==> config.mk <==
export PLATFORM = sky130hd
export DESIGN_NAME = pan_tilt_servo_stepper_unit
export DESIGN_NICKNAME = d
export VERILOG_FILES = /design/src/rtl/pts_pkg.sv /design/src/rtl/pts_frame.sv /design/src/rtl/pts_axis.sv /design/src/rtl/pts_outbuf.sv /design/src/rtl/pan_tilt_servo_stepper_unit.sv
export SDC_FILE = /design/constraint.sdc
export NUM_CORES = 1
export LEC_CHECK = 0
export BUFFER_PORTS_ARGS = -buffer_cell sky130_fd_sc_hd__buf_2
export CAP_MARGIN = 20
export CORE_AREA = 2 2 169 171
export DETAILED_ROUTE_END_ITERATION = 10
export DIE_AREA = 0 0 171 173
export PLACE_DENSITY = 0.82
export SLEW_MARGIN = 0
export SYNTH_ARGS = -nofsm -noshare
export SYNTH_HDL_FRONTEND = slang
export SYNTH_SLANG_ARGS = --single-unit
export TNS_END_PERCENT = 100
==> constraint.sdc <==
create_clock -name clk -period 10 [get_ports clk]
set_input_delay 0.5 -clock clk [delete_from_list [all_inputs] [get_ports clk]]
set_output_delay 0.5 -clock clk [all_outputs]
set_load 0.01 [all_outputs]
==> src/rtl/pts_pkg.sv <==
`timescale 1ns / 1ps

package pts_pkg;

	// Widths of positions and registers.
	localparam int POSITION_WIDTH = 16;
	localparam int STEP_W         = 8;
	localparam int DELAY_W        = 16;
	localparam int SUM_W          = POSITION_WIDTH + 2;
	localparam int FRAME_LEN      = 5;
	localparam int IDX_W          = 3;

	// Received characters that form a frame.
	localparam logic [7:0] CHAR_ZERO = 8'h30;
	localparam logic [7:0] CHAR_ONE  = 8'h31;

	// Home positions after reset.
	localparam logic [POSITION_WIDTH-1:0] HOME_X = POSITION_WIDTH'(3500);
	localparam logic [POSITION_WIDTH-1:0] HOME_Y = '0;

	// Configuration register indexes.
	typedef enum logic [1:0] {
		CFG_MAX_POSITION = 2'd0,
		CFG_MIN_POSITION = 2'd1,
		CFG_STEP_DELAY   = 2'd2,
		CFG_STEP_SIZE    = 2'd3
	} cfg_index_t;

	// Command bit positions within a frame.
	localparam int BIT_UP    = 1;
	localparam int BIT_DOWN  = 2;
	localparam int BIT_LEFT  = 3;
	localparam int BIT_RIGHT = 4;

	// Per-axis control for one accepted tick.
	typedef struct packed {
		logic step;   // tick with a direction active on this axis
		logic neg;    // step toward lower positions
		logic prime;  // tick with no direction active at all
	} axis_ctrl_t;

	// One result word.
	typedef struct packed {
		logic [POSITION_WIDTH-1:0] compare_x;
		logic [POSITION_WIDTH-1:0] compare_y;
		logic                      frame_done;
		logic                      byte_rejected;
	} result_t;

endpackage

==> src/rtl/pts_frame.sv <==
`timescale 1ns / 1ps

module pts_frame import pts_pkg::*; (
	input  logic                 clk,
	input  logic                 arst_n,
	input  logic                 byte_en,
	input  logic [7:0]           rx_byte,
	output logic [FRAME_LEN-1:0] command_bits,
	output logic                 frame_done,
	output logic                 byte_rejected
);

	logic [IDX_W-1:0]     frame_index_q;
	logic [FRAME_LEN-1:0] staged_q;
	logic [FRAME_LEN-1:0] command_q;
	logic                 is_digit;
	logic [FRAME_LEN-1:0] bit_mask;
	logic [FRAME_LEN-1:0] staged_nxt;
	logic [IDX_W-1:0]     index_inc;

	// Classify the byte and insert it into the staged frame.
	always_comb begin
		is_digit   = (rx_byte == CHAR_ZERO) || (rx_byte == CHAR_ONE);
		bit_mask   = FRAME_LEN'(1) << frame_index_q;
		staged_nxt = (rx_byte == CHAR_ONE) ? (staged_q | bit_mask) : (staged_q & ~bit_mask);
		index_inc  = frame_index_q + IDX_W'(1);
	end

	assign frame_done    = byte_en && is_digit && (index_inc >= IDX_W'(FRAME_LEN));
	assign byte_rejected = byte_en && !is_digit;
	assign command_bits  = command_q;

	// Frame assembly state; a complete frame replaces the command bits.
	always_ff @(posedge clk or negedge arst_n) begin
		if (!arst_n) begin
			frame_index_q <= '0;
			staged_q      <= '0;
			command_q     <= '0;
		end else if (byte_en) begin
			if (!is_digit) begin
				frame_index_q <= '0;
				staged_q      <= '0;
			end else if (index_inc >= IDX_W'(FRAME_LEN)) begin
				command_q     <= staged_nxt;
				frame_index_q <= '0;
				staged_q      <= '0;
			end else begin
				frame_index_q <= index_inc;
				staged_q      <= staged_nxt;
			end
		end
	end

endmodule

==> src/rtl/pts_axis.sv <==
`timescale 1ns / 1ps

module pts_axis import pts_pkg::*; (
	input  logic                      clk,
	input  logic                      arst_n,
	input  logic [POSITION_WIDTH-1:0] rst_pos,
	input  axis_ctrl_t                ctrl,
	input  logic [POSITION_WIDTH-1:0] max_position,
	input  logic [POSITION_WIDTH-1:0] min_position,
	input  logic [DELAY_W-1:0]        step_delay,
	input  logic [STEP_W-1:0]         step_size,
	output logic [POSITION_WIDTH-1:0] compare_nxt
);

	logic        [DELAY_W-1:0]        delay_q;
	logic signed [POSITION_WIDTH:0]   pos_q;
	logic        [POSITION_WIDTH-1:0] compare_q;

	logic                             move;
	logic signed [SUM_W-1:0]          pos_ext;
	logic signed [SUM_W-1:0]          size_ext;
	logic signed [SUM_W-1:0]          max_ext;
	logic signed [SUM_W-1:0]          min_ext;
	logic signed [SUM_W-1:0]          sum;
	logic signed [SUM_W-1:0]          clamped;
	logic        [DELAY_W-1:0]        primed;

	// Step, then clamp to the window; the max test wins when min exceeds max.
	always_comb begin
		move     = ctrl.step && (delay_q >= step_delay);
		pos_ext  = SUM_W'(pos_q);
		size_ext = $signed({{(SUM_W-STEP_W){1'b0}}, step_size});
		max_ext  = $signed({2'b00, max_position});
		min_ext  = $signed({2'b00, min_position});
		sum      = ctrl.neg ? (pos_ext - size_ext) : (pos_ext + size_ext);
		if (sum > max_ext) begin
			clamped = max_ext;
		end else if (sum < min_ext) begin
			clamped = min_ext;
		end else begin
			clamped = sum;
		end
		primed = (step_delay == '1) ? step_delay : (step_delay + DELAY_W'(1));
	end

	// Compare value that this item leaves behind.
	always_comb begin
		if (ctrl.prime) begin
			compare_nxt = '0;
		end else if (move) begin
			compare_nxt = clamped[POSITION_WIDTH-1:0];
		end else begin
			compare_nxt = compare_q;
		end
	end

	// Axis state: delay counter, position and compare value.
	always_ff @(posedge clk or negedge arst_n) begin
		if (!arst_n) begin
			delay_q   <= '0;
			pos_q     <= $signed({1'b0, rst_pos});
			compare_q <= rst_pos;
		end else begin
			compare_q <= compare_nxt;
			if (ctrl.prime) begin
				delay_q <= primed;
			end else if (ctrl.step) begin
				if (move) begin
					delay_q <= '0;
					pos_q   <= clamped[POSITION_WIDTH:0];
				end else begin
					delay_q <= delay_q + DELAY_W'(1);
				end
			end
		end
	end

endmodule

==> src/rtl/pts_outbuf.sv <==
`timescale 1ns / 1ps

module pts_outbuf import pts_pkg::*; (
	input  logic    clk,
	input  logic    arst_n,
	input  logic    push,
	input  result_t push_word,
	output logic    can_push,
	output logic    out_valid,
	input  logic    out_ready,
	output result_t out_word
);

	logic    out_valid_q;
	logic    skid_valid_q;
	result_t out_q;
	result_t skid_q;

	assign can_push  = !skid_valid_q;
	assign out_valid = out_valid_q;
	assign out_word  = out_q;

	// Output register backed by one skid word.
	always_ff @(posedge clk or negedge arst_n) begin
		if (!arst_n) begin
			out_valid_q  <= 1'b0;
			skid_valid_q <= 1'b0;
		end else if (!out_valid_q || out_ready) begin
			if (skid_valid_q) begin
				out_valid_q  <= 1'b1;
				skid_valid_q <= 1'b0;
			end else begin
				out_valid_q <= push;
			end
		end else if (push) begin
			skid_valid_q <= 1'b1;
		end
	end

	// Payload words.
	always_ff @(posedge clk) begin
		if (!out_valid_q || out_ready) begin
			out_q <= skid_valid_q ? skid_q : push_word;
		end else if (push) begin
			skid_q <= push_word;
		end
	end

endmodule

==> src/rtl/pan_tilt_servo_stepper_unit.sv <==
`timescale 1ns / 1ps
// A result word is registered in the output register, or in the skid word while the output stalls.
// Throughput: one item per cycle while in_ready is high; all state updates in one pass of clamp and compare logic.
// A one-word skid behind the output register keeps input accepting while a result waits.
// Reset (arst_n low, asynchronous) clears the frame and delays, homes pan to 3500,
// tilt to 0, and loads the configuration registers with their default values.

module pan_tilt_servo_stepper_unit import pts_pkg::*; (
	input  logic                      clk,
	input  logic                      arst_n,
	input  logic                      cfg_we,
	input  logic [1:0]                cfg_index,
	input  logic [15:0]               cfg_data,
	input  logic                      in_valid,
	output logic                      in_ready,
	input  logic                      operation,
	input  logic [7:0]                rx_byte,
	output logic                      out_valid,
	input  logic                      out_ready,
	output logic [POSITION_WIDTH-1:0] compare_x,
	output logic [POSITION_WIDTH-1:0] compare_y,
	output logic                      frame_done,
	output logic                      byte_rejected
);

	logic [POSITION_WIDTH-1:0] max_position_q;
	logic [POSITION_WIDTH-1:0] min_position_q;
	logic [DELAY_W-1:0]        step_delay_q;
	logic [STEP_W-1:0]         step_size_q;

	logic                      accept;
	logic                      tick_en;
	logic                      any_dir;
	logic [FRAME_LEN-1:0]      command_bits;
	logic                      done_w;
	logic                      rejected_w;
	axis_ctrl_t                ctrl_x;
	axis_ctrl_t                ctrl_y;
	logic [POSITION_WIDTH-1:0] cmp_x_nxt;
	logic [POSITION_WIDTH-1:0] cmp_y_nxt;
	result_t                   res_word;
	result_t                   out_word;

	// Configuration registers.
	always_ff @(posedge clk or negedge arst_n) begin
		if (!arst_n) begin
			max_position_q <= POSITION_WIDTH'(5000);
			min_position_q <= POSITION_WIDTH'(950);
			step_delay_q   <= DELAY_W'(100);
			step_size_q    <= STEP_W'(1);
		end else if (cfg_we) begin
			case (cfg_index_t'(cfg_index))
				CFG_MAX_POSITION: max_position_q <= cfg_data[POSITION_WIDTH-1:0];
				CFG_MIN_POSITION: min_position_q <= cfg_data[POSITION_WIDTH-1:0];
				CFG_STEP_DELAY:   step_delay_q   <= cfg_data[DELAY_W-1:0];
				CFG_STEP_SIZE:    step_size_q    <= cfg_data[STEP_W-1:0];
				default:          step_size_q    <= step_size_q;
			endcase
		end
	end

	assign accept  = in_valid && in_ready;
	assign tick_en = accept && operation;

	// Frame assembly from received bytes.
	pts_frame u_frame (
		.clk          (clk),
		.arst_n       (arst_n),
		.byte_en      (accept && !operation),
		.rx_byte      (rx_byte),
		.command_bits (command_bits),
		.frame_done   (done_w),
		.byte_rejected(rejected_w)
	);

	// Direction decode; up beats down and left beats right.
	always_comb begin
		any_dir      = command_bits[BIT_UP] || command_bits[BIT_DOWN] ||
		               command_bits[BIT_LEFT] || command_bits[BIT_RIGHT];
		ctrl_y.prime = tick_en && !any_dir;
		ctrl_y.step  = tick_en && (command_bits[BIT_UP] || command_bits[BIT_DOWN]);
		ctrl_y.neg   = !command_bits[BIT_UP];
		ctrl_x.prime = tick_en && !any_dir;
		ctrl_x.step  = tick_en && (command_bits[BIT_LEFT] || command_bits[BIT_RIGHT]);
		ctrl_x.neg   = !command_bits[BIT_LEFT];
	end

	// Pan axis.
	pts_axis u_axis_x (
		.clk         (clk),
		.arst_n      (arst_n),
		.rst_pos     (HOME_X),
		.ctrl        (ctrl_x),
		.max_position(max_position_q),
		.min_position(min_position_q),
		.step_delay  (step_delay_q),
		.step_size   (step_size_q),
		.compare_nxt (cmp_x_nxt)
	);

	// Tilt axis.
	pts_axis u_axis_y (
		.clk         (clk),
		.arst_n      (arst_n),
		.rst_pos     (HOME_Y),
		.ctrl        (ctrl_y),
		.max_position(max_position_q),
		.min_position(min_position_q),
		.step_delay  (step_delay_q),
		.step_size   (step_size_q),
		.compare_nxt (cmp_y_nxt)
	);

	// Result word for the accepted item.
	always_comb begin
		res_word.compare_x     = cmp_x_nxt;
		res_word.compare_y     = cmp_y_nxt;
		res_word.frame_done    = done_w;
		res_word.byte_rejected = rejected_w;
	end

	pts_outbuf u_outbuf (
		.clk      (clk),
		.arst_n   (arst_n),
		.push     (accept),
		.push_word(res_word),
		.can_push (in_ready),
		.out_valid(out_valid),
		.out_ready(out_ready),
		.out_word (out_word)
	);

	assign compare_x     = out_word.compare_x;
	assign compare_y     = out_word.compare_y;
	assign frame_done    = out_word.frame_done;
	assign byte_rejected = out_word.byte_rejected;

endmodule

Word level (Yosys, flattened, before mapping)
Index checks and enable logic that the tools add are counted.

storage, ports and cells
  register bits after elaboration = 237
  input bits = 32
  logic and storage cells = 110

cells by class
  add/subtract/negate cells = 8
  order comparisons = 7
  equality and inequality tests = 6
  reductions and logical operators = 34
  bitwise operators = 5
  shift operators = 1
  multiplexer cells = 26

operators with widths
  operator                                             number
  2-to-1 mux 16 bit                                    11
  2-to-1 mux 17 bit                                    4
  adder 16 x 1 -> 16 bit, second input constant        3
  adder 17 x 9 -> 18 bit                               2
  greater-than comparator 18 x 17 -> 1 bit             2
  less-than comparator 18 x 17 -> 1 bit                2
  2-to-1 mux 18 bit                                    2
  subtractor 17 x 9 -> 18 bit                          2
  2-to-1 mux 34 bit                                    1
  >= comparator 16 bit                                 2
  equality test 16 bit, second input constant          1
  equality test 8 x 6 -> 1 bit, second input constant  2
  2-to-1 mux 5 bit                                     3
  logical AND 1 bit                                    11
  AND reduction 2 bit                                  5
  AND reduction 3 bit                                  3
  logical OR 1 bit                                     6
  2-to-1 mux 3 bit                                     2
  nonzero test 2 bit                                   3
  bitwise AND 5 bit                                    1
  zero test 1 bit                                      5
  NOT 5 bit                                            1
  bitwise OR 5 bit                                     1
  << shifter 1 x 3 -> 5 bit, first input constant      1
  other kinds (7)                                      11

Longest topological paths before layout
  depth in word-level cells = 8
  mapped depth = 25
  gate-level depth less buffers = 22

Worst setup path before layout
OpenSTA, ideal clock, no wires.

  kind = register to register
  start point = register step_size_q[1]
  end point = register u_outbuf.out_q, in the netlist u_outbuf.out_word[15] (data pin)
  data required time = 9.741 ns
  clock period less this slack = 5.133 ns
  stages on the path, launching flop included = 24
  arrival time = 4.875 ns
  path slack = 4.867 ns
  cell sequence = dfrtp_1 -> nor4_4 -> and3b_1 -> ha_1 -> mux2_2 -> ha_1 -> and4_1 -> a221oi_1 -> o21ai_0 -> o21ai_1 -> a21oi_1 -> or3_1 -> and2_1 -> ha_1 -> nand4_1 -> nor2_1 -> a221oi_1 -> o2bb2a_4 -> buf_6 -> or2_1 -> buf_6 -> buf_12 -> a311oi_4 -> a211o_1

between the ends
  cells in the longest elaborated chain, start to end = 8

RTL lines
  element                                                                line                               source
  start: declaration                                                     pan_tilt_servo_stepper_unit.sv:29  logic [STEP_W-1:0] step_size_q;
  start signal: assignment                                               pan_tilt_servo_stepper_unit.sv:56  CFG_STEP_SIZE: step_size_q <= cfg_data[STEP_W-1:0];
  start signal: assignment                                               pan_tilt_servo_stepper_unit.sv:57  default: step_size_q <= step_size_q;
  subtractor 17 x 9 -> 18 bit or adder 17 x 9 -> 18 bit (tied branches)  pts_axis.sv:35                     sum = ctrl.neg ? (pos_ext - size_ext) : (pos_ext + size_ext);
  2-to-1 mux 18 bit (*)                                                  pts_axis.sv:35
  less-than comparator 18 x 17 -> 1 bit                                  pts_axis.sv:38                     end else if (sum < min_ext) begin
  2-to-1 mux 17 bit                                                      pts_axis.sv:38
  2-to-1 mux 17 bit (*)                                                  pts_axis.sv:36                     if (sum > max_ext) begin
  2-to-1 mux 16 bit (*)                                                  pts_axis.sv:50                     end else if (move) begin
  2-to-1 mux 16 bit (*)                                                  pts_axis.sv:48                     if (ctrl.prime) begin
  2-to-1 mux 34 bit (*)                                                  pts_outbuf.sv:43                   out_q <= skid_valid_q ? skid_q : push_word;
  end signal: assignment                                                 pts_outbuf.sv:43
  end: declaration                                                       pts_outbuf.sv:16                   result_t out_q;

Every way passes the cells marked *; elsewhere a longest branch is shown, timed or not.
A chain may end at the register's enable or synchronous reset.

Final worst setup path
  start point = register step_size_q[1]
  end point = register u_outbuf.out_q, in the netlist u_outbuf.out_word[7] (data pin)

Same word-level chain as after synthesis.

==> qor.yml <==
min_path:
  hold_class: "in -> reg"
  hold_start: "in_valid"
  min_path_cells: 3
  min_to: "u_outbuf.out_valid"
clock_network:
  cts_setup_buffers: 0
  cts.repair.resized: 0
  cts_tree: "built"
  clkLatencyLatePin_ns: 0.55
  clockRootBuffer: "clkbuf_16"
  cts_buffers: 26
  htreeDepth: 1
  cts_max_path_buffers: 3
  cts.clk_slew.worst_paths_ns: 0.06
  clock_sinks: 235
route:
  routed_via_density: 6.34
  route.detailed.drc: 0
  finalWirelength_um: 42900
  drtPass1Iterations: 5
  vias: 12493
  ant_nets: 0
  wl_per_cell_um: 21.7
  drtIter0Drc: 1179
finish:
  diodes: 0
  area_growth_pct: 10.6
  stdcell_area_um2: 16600
  layout-drive-gt1-share_pct: 14.4
  nets: 1746
timing:
  tightestPinTransition_ns: 1.16
  clock_skew_ns: 0.0125
  final-hold-violation-count: 0
  max-slew-margin-rel_pct: 22.5
  fmax_mhz: 152
  timing.setup.tns_ns: 0
  fin_crit_sh_pct: 65.6
  rsz0062_at_grt: "no"
  maxSlewViolCount: 0
  finalSetupViolations: 0
  fin_crit_ns: 6.56
outcome:
  status: "finished clean"
floorplanning:
  core_um2: 27600
  rows: 61
  die-area_um2: 29600
  start_util_pct: 54.3
  ioPinCount: 68
  die_h_um: 173
  die_w_um: 171
synth:
  ys_seq_area_share_pct: 41.7
  yosys_most_used_dff: "dfrtp_1"
  syn-cell-area_um2: 15000
  synth_cells: 1516
  synth_nets: 1688
  yosys.area_share.xor_xnor_pct: 2.74
  ys_async_sr_fraction_pct: 71.1
  ys_types: 85
  synth_warnings: 0
  ys_seq_elements: 235
  synth.area.mux_share_pct: 3.58
  syn-mean-instance-area_um2: 9.89
  synthAdderAreaFrac_pct: 11.8
  synth-edff-count: 68
  synth-compound-area-share_pct: 22.7
  synthSimpleGateAreaFrac_pct: 13.3
  synth_top_family_by_area: "compound AO/OA/AOI/OAI gates"
power_and_ir_drop:
  p_int_w: 0.00202
  leakage_nw: 7.67
  pwr-share-clk_pct: 31.6
  power.share.combinational_pct: 28.6
  switching_share_pct: 34.7
  peakVddDrop_mv: 0.137
  p_per_area_nw_per_um2: 187
  switchingPower_w: 0.00108
  pwr-share-seq_pct: 39.9
critical_path:
  reg2reg_depth: 20
  r2r_slack_ns: 3.44
  reg2reg_from: "step_size_q[1]"
  start_kind: "flip-flop"
  endpoint_kind: "flip-flop"
  worstPathArrival_ns: 6.85
  cp_max_fo: 17
  criticalPathCategory: "reg -> reg"
  required_ns: 10.29
  r2r_end: "u_outbuf.out_word[7]"
global_routing:
  grt_overflow: 0
  antenna_found_initial: 0
  grtUsageTotal_pct: 29.2
  first_global_vias: 12113
  grt_max_degree: 66
  grt_pass1_wl_um: 67500
placement:
  place.gp.congestion: 0.967
  io_buffers: 67
  dp_hpwl_um: 32000
  place_area_um2: 15700
run:
  drv_cap: 0
layout by cell type, fill, tap and decap left out, drive strengths merged, types with 28 or more instances in the layout:
cell / count
a21o: 64
a21oi: 87
a31oi: 28
and3: 40
buf: 86
clkbuf: 35
dfrtp: 137
dfstp: 30
edfxtp: 68
ha: 138
inv: 100
mux2: 45
nand2: 98
nand3: 44
nor2: 95
nor3: 40
o21ai: 140
xnor2: 29
final cells by class:
| cell class | count | area, µm² |
|---|---|---|
| fillers | 2312 | 11000 |
| repair buffers | 87 | 494 |
| flip-flops and latches | 235 | 6260 |
| inverters | 98 | 368 |
| clock buffers | 35 | 736 |
| clock inverters | 13 | 129 |
| multi-input cells | 1126 | 8130 |
| well taps | 378 | 473 |
state kept, by name (all words and copies together) (netlist names), 17 cells and up:
signal and flops:
u_outbuf.skid_q 34, u_axis_x.pos_q 17, u_axis_y.pos_q 17, u_outbuf.out_word 34
critical path, cell delays in order (launching register included):
cell and delay (ns):
dfrtp_1 0.46, nor4_4 0.47, and3b_1 0.22, ha_1 0.24, mux2_2 0.29, ha_1 0.34, and4_1 0.18, a221oi_1 0.23
o21ai_0 0.16, nor2_1 0.18, o21ai_0 0.13, xnor2_1 0.37, ha_1 0.33, a21o_1 0.18, a21oi_1 0.13, o21ai_0 0.11
a221oi_1 0.36, o2bb2a_4 0.31, or2_1 0.92, a311oi_1 0.33, a211o_1 0.37
power by group through the flow:
stage	combinational [W]	clock [W]	sequential [W]
detailed placement	0.000865	0	0.00124
global route	0.000990	0.00103	0.00125
CTS	0.000874	0.000991	0.00123
global placement	0.000838	0	0.00124
finish	0.000885	0.000978	0.00123
floorplan	0.000612	0	0.00120
worst max path at each step:
| stage | start | endpoint | slack, ns | depth (start not counted) |
|---|---|---|---|---|
| floorplan | step_size_q[1] | u_outbuf.out_word[15] | 4.87 | 23 |
| global placement | step_size_q[1] | u_outbuf.out_word[6] | 3.64 | 20 |
| detailed placement | step_size_q[1] | u_outbuf.out_word[7] | 3.50 | 20 |
| CTS | step_size_q[1] | u_outbuf.out_word[7] | 3.45 | 20 |
| global route | step_size_q[4] | u_outbuf.out_word[4] | 3.03 | 19 |
| finish | step_size_q[1] | u_outbuf.out_word[7] | 3.44 | 20 |
timing repair:
action                                  4_1_cts  5_1_grt
endpoints found under the setup margin        0        0
hold buffers                                  1        0
endpoints found under the hold margin        47        0
cell usage after synthesis (all sizes together) (44+ instances only):
library cell	n	area, µm²
a21oi	87	439
edfxtp	68	2040
a21o	64	480
nand2	98	368
ha	138	1730
nor2	95	357
dfrtp	137	3430
mux2	45	507
inv	98	368
nand3	44	220
o21ai	140	701
through the flow:
stage / total power [W] / instances / hold WS (ns) / setup WS, ns / util (%)
floorplan: 0.00182 / 1516 / 0.204 / 4.87 / -
CTS: 0.00309 / 1972 / 0.205 / 3.45 / 60.0
global placement: 0.00208 / 1923 / 0.455 / 3.64 / 56.9
finish: 0.00310 / 1972 / 0.212 / 3.44 / 60.0
detailed placement: 0.00211 / 1923 / 0.458 / 3.50 / 56.9
global route: 0.00327 / 1972 / 0.233 / 3.03 / 60.0
cells by family after synthesis:
group	count (synthesis)
buffers and inverters	155
xor gates and xnor gates	46
DFF	235
muxes	48
and+or+nand+nor	404
AOI/OAI and AO/OA	488
adders and majority gates	140
metal layers:
layer	track usage (%)	wire length, µm
met1	42.6	19100
met2	44.0	18800
met4	10.4	1530
met3	4.60	3380
met5	0	0
(Power assumes the default switching activity.)
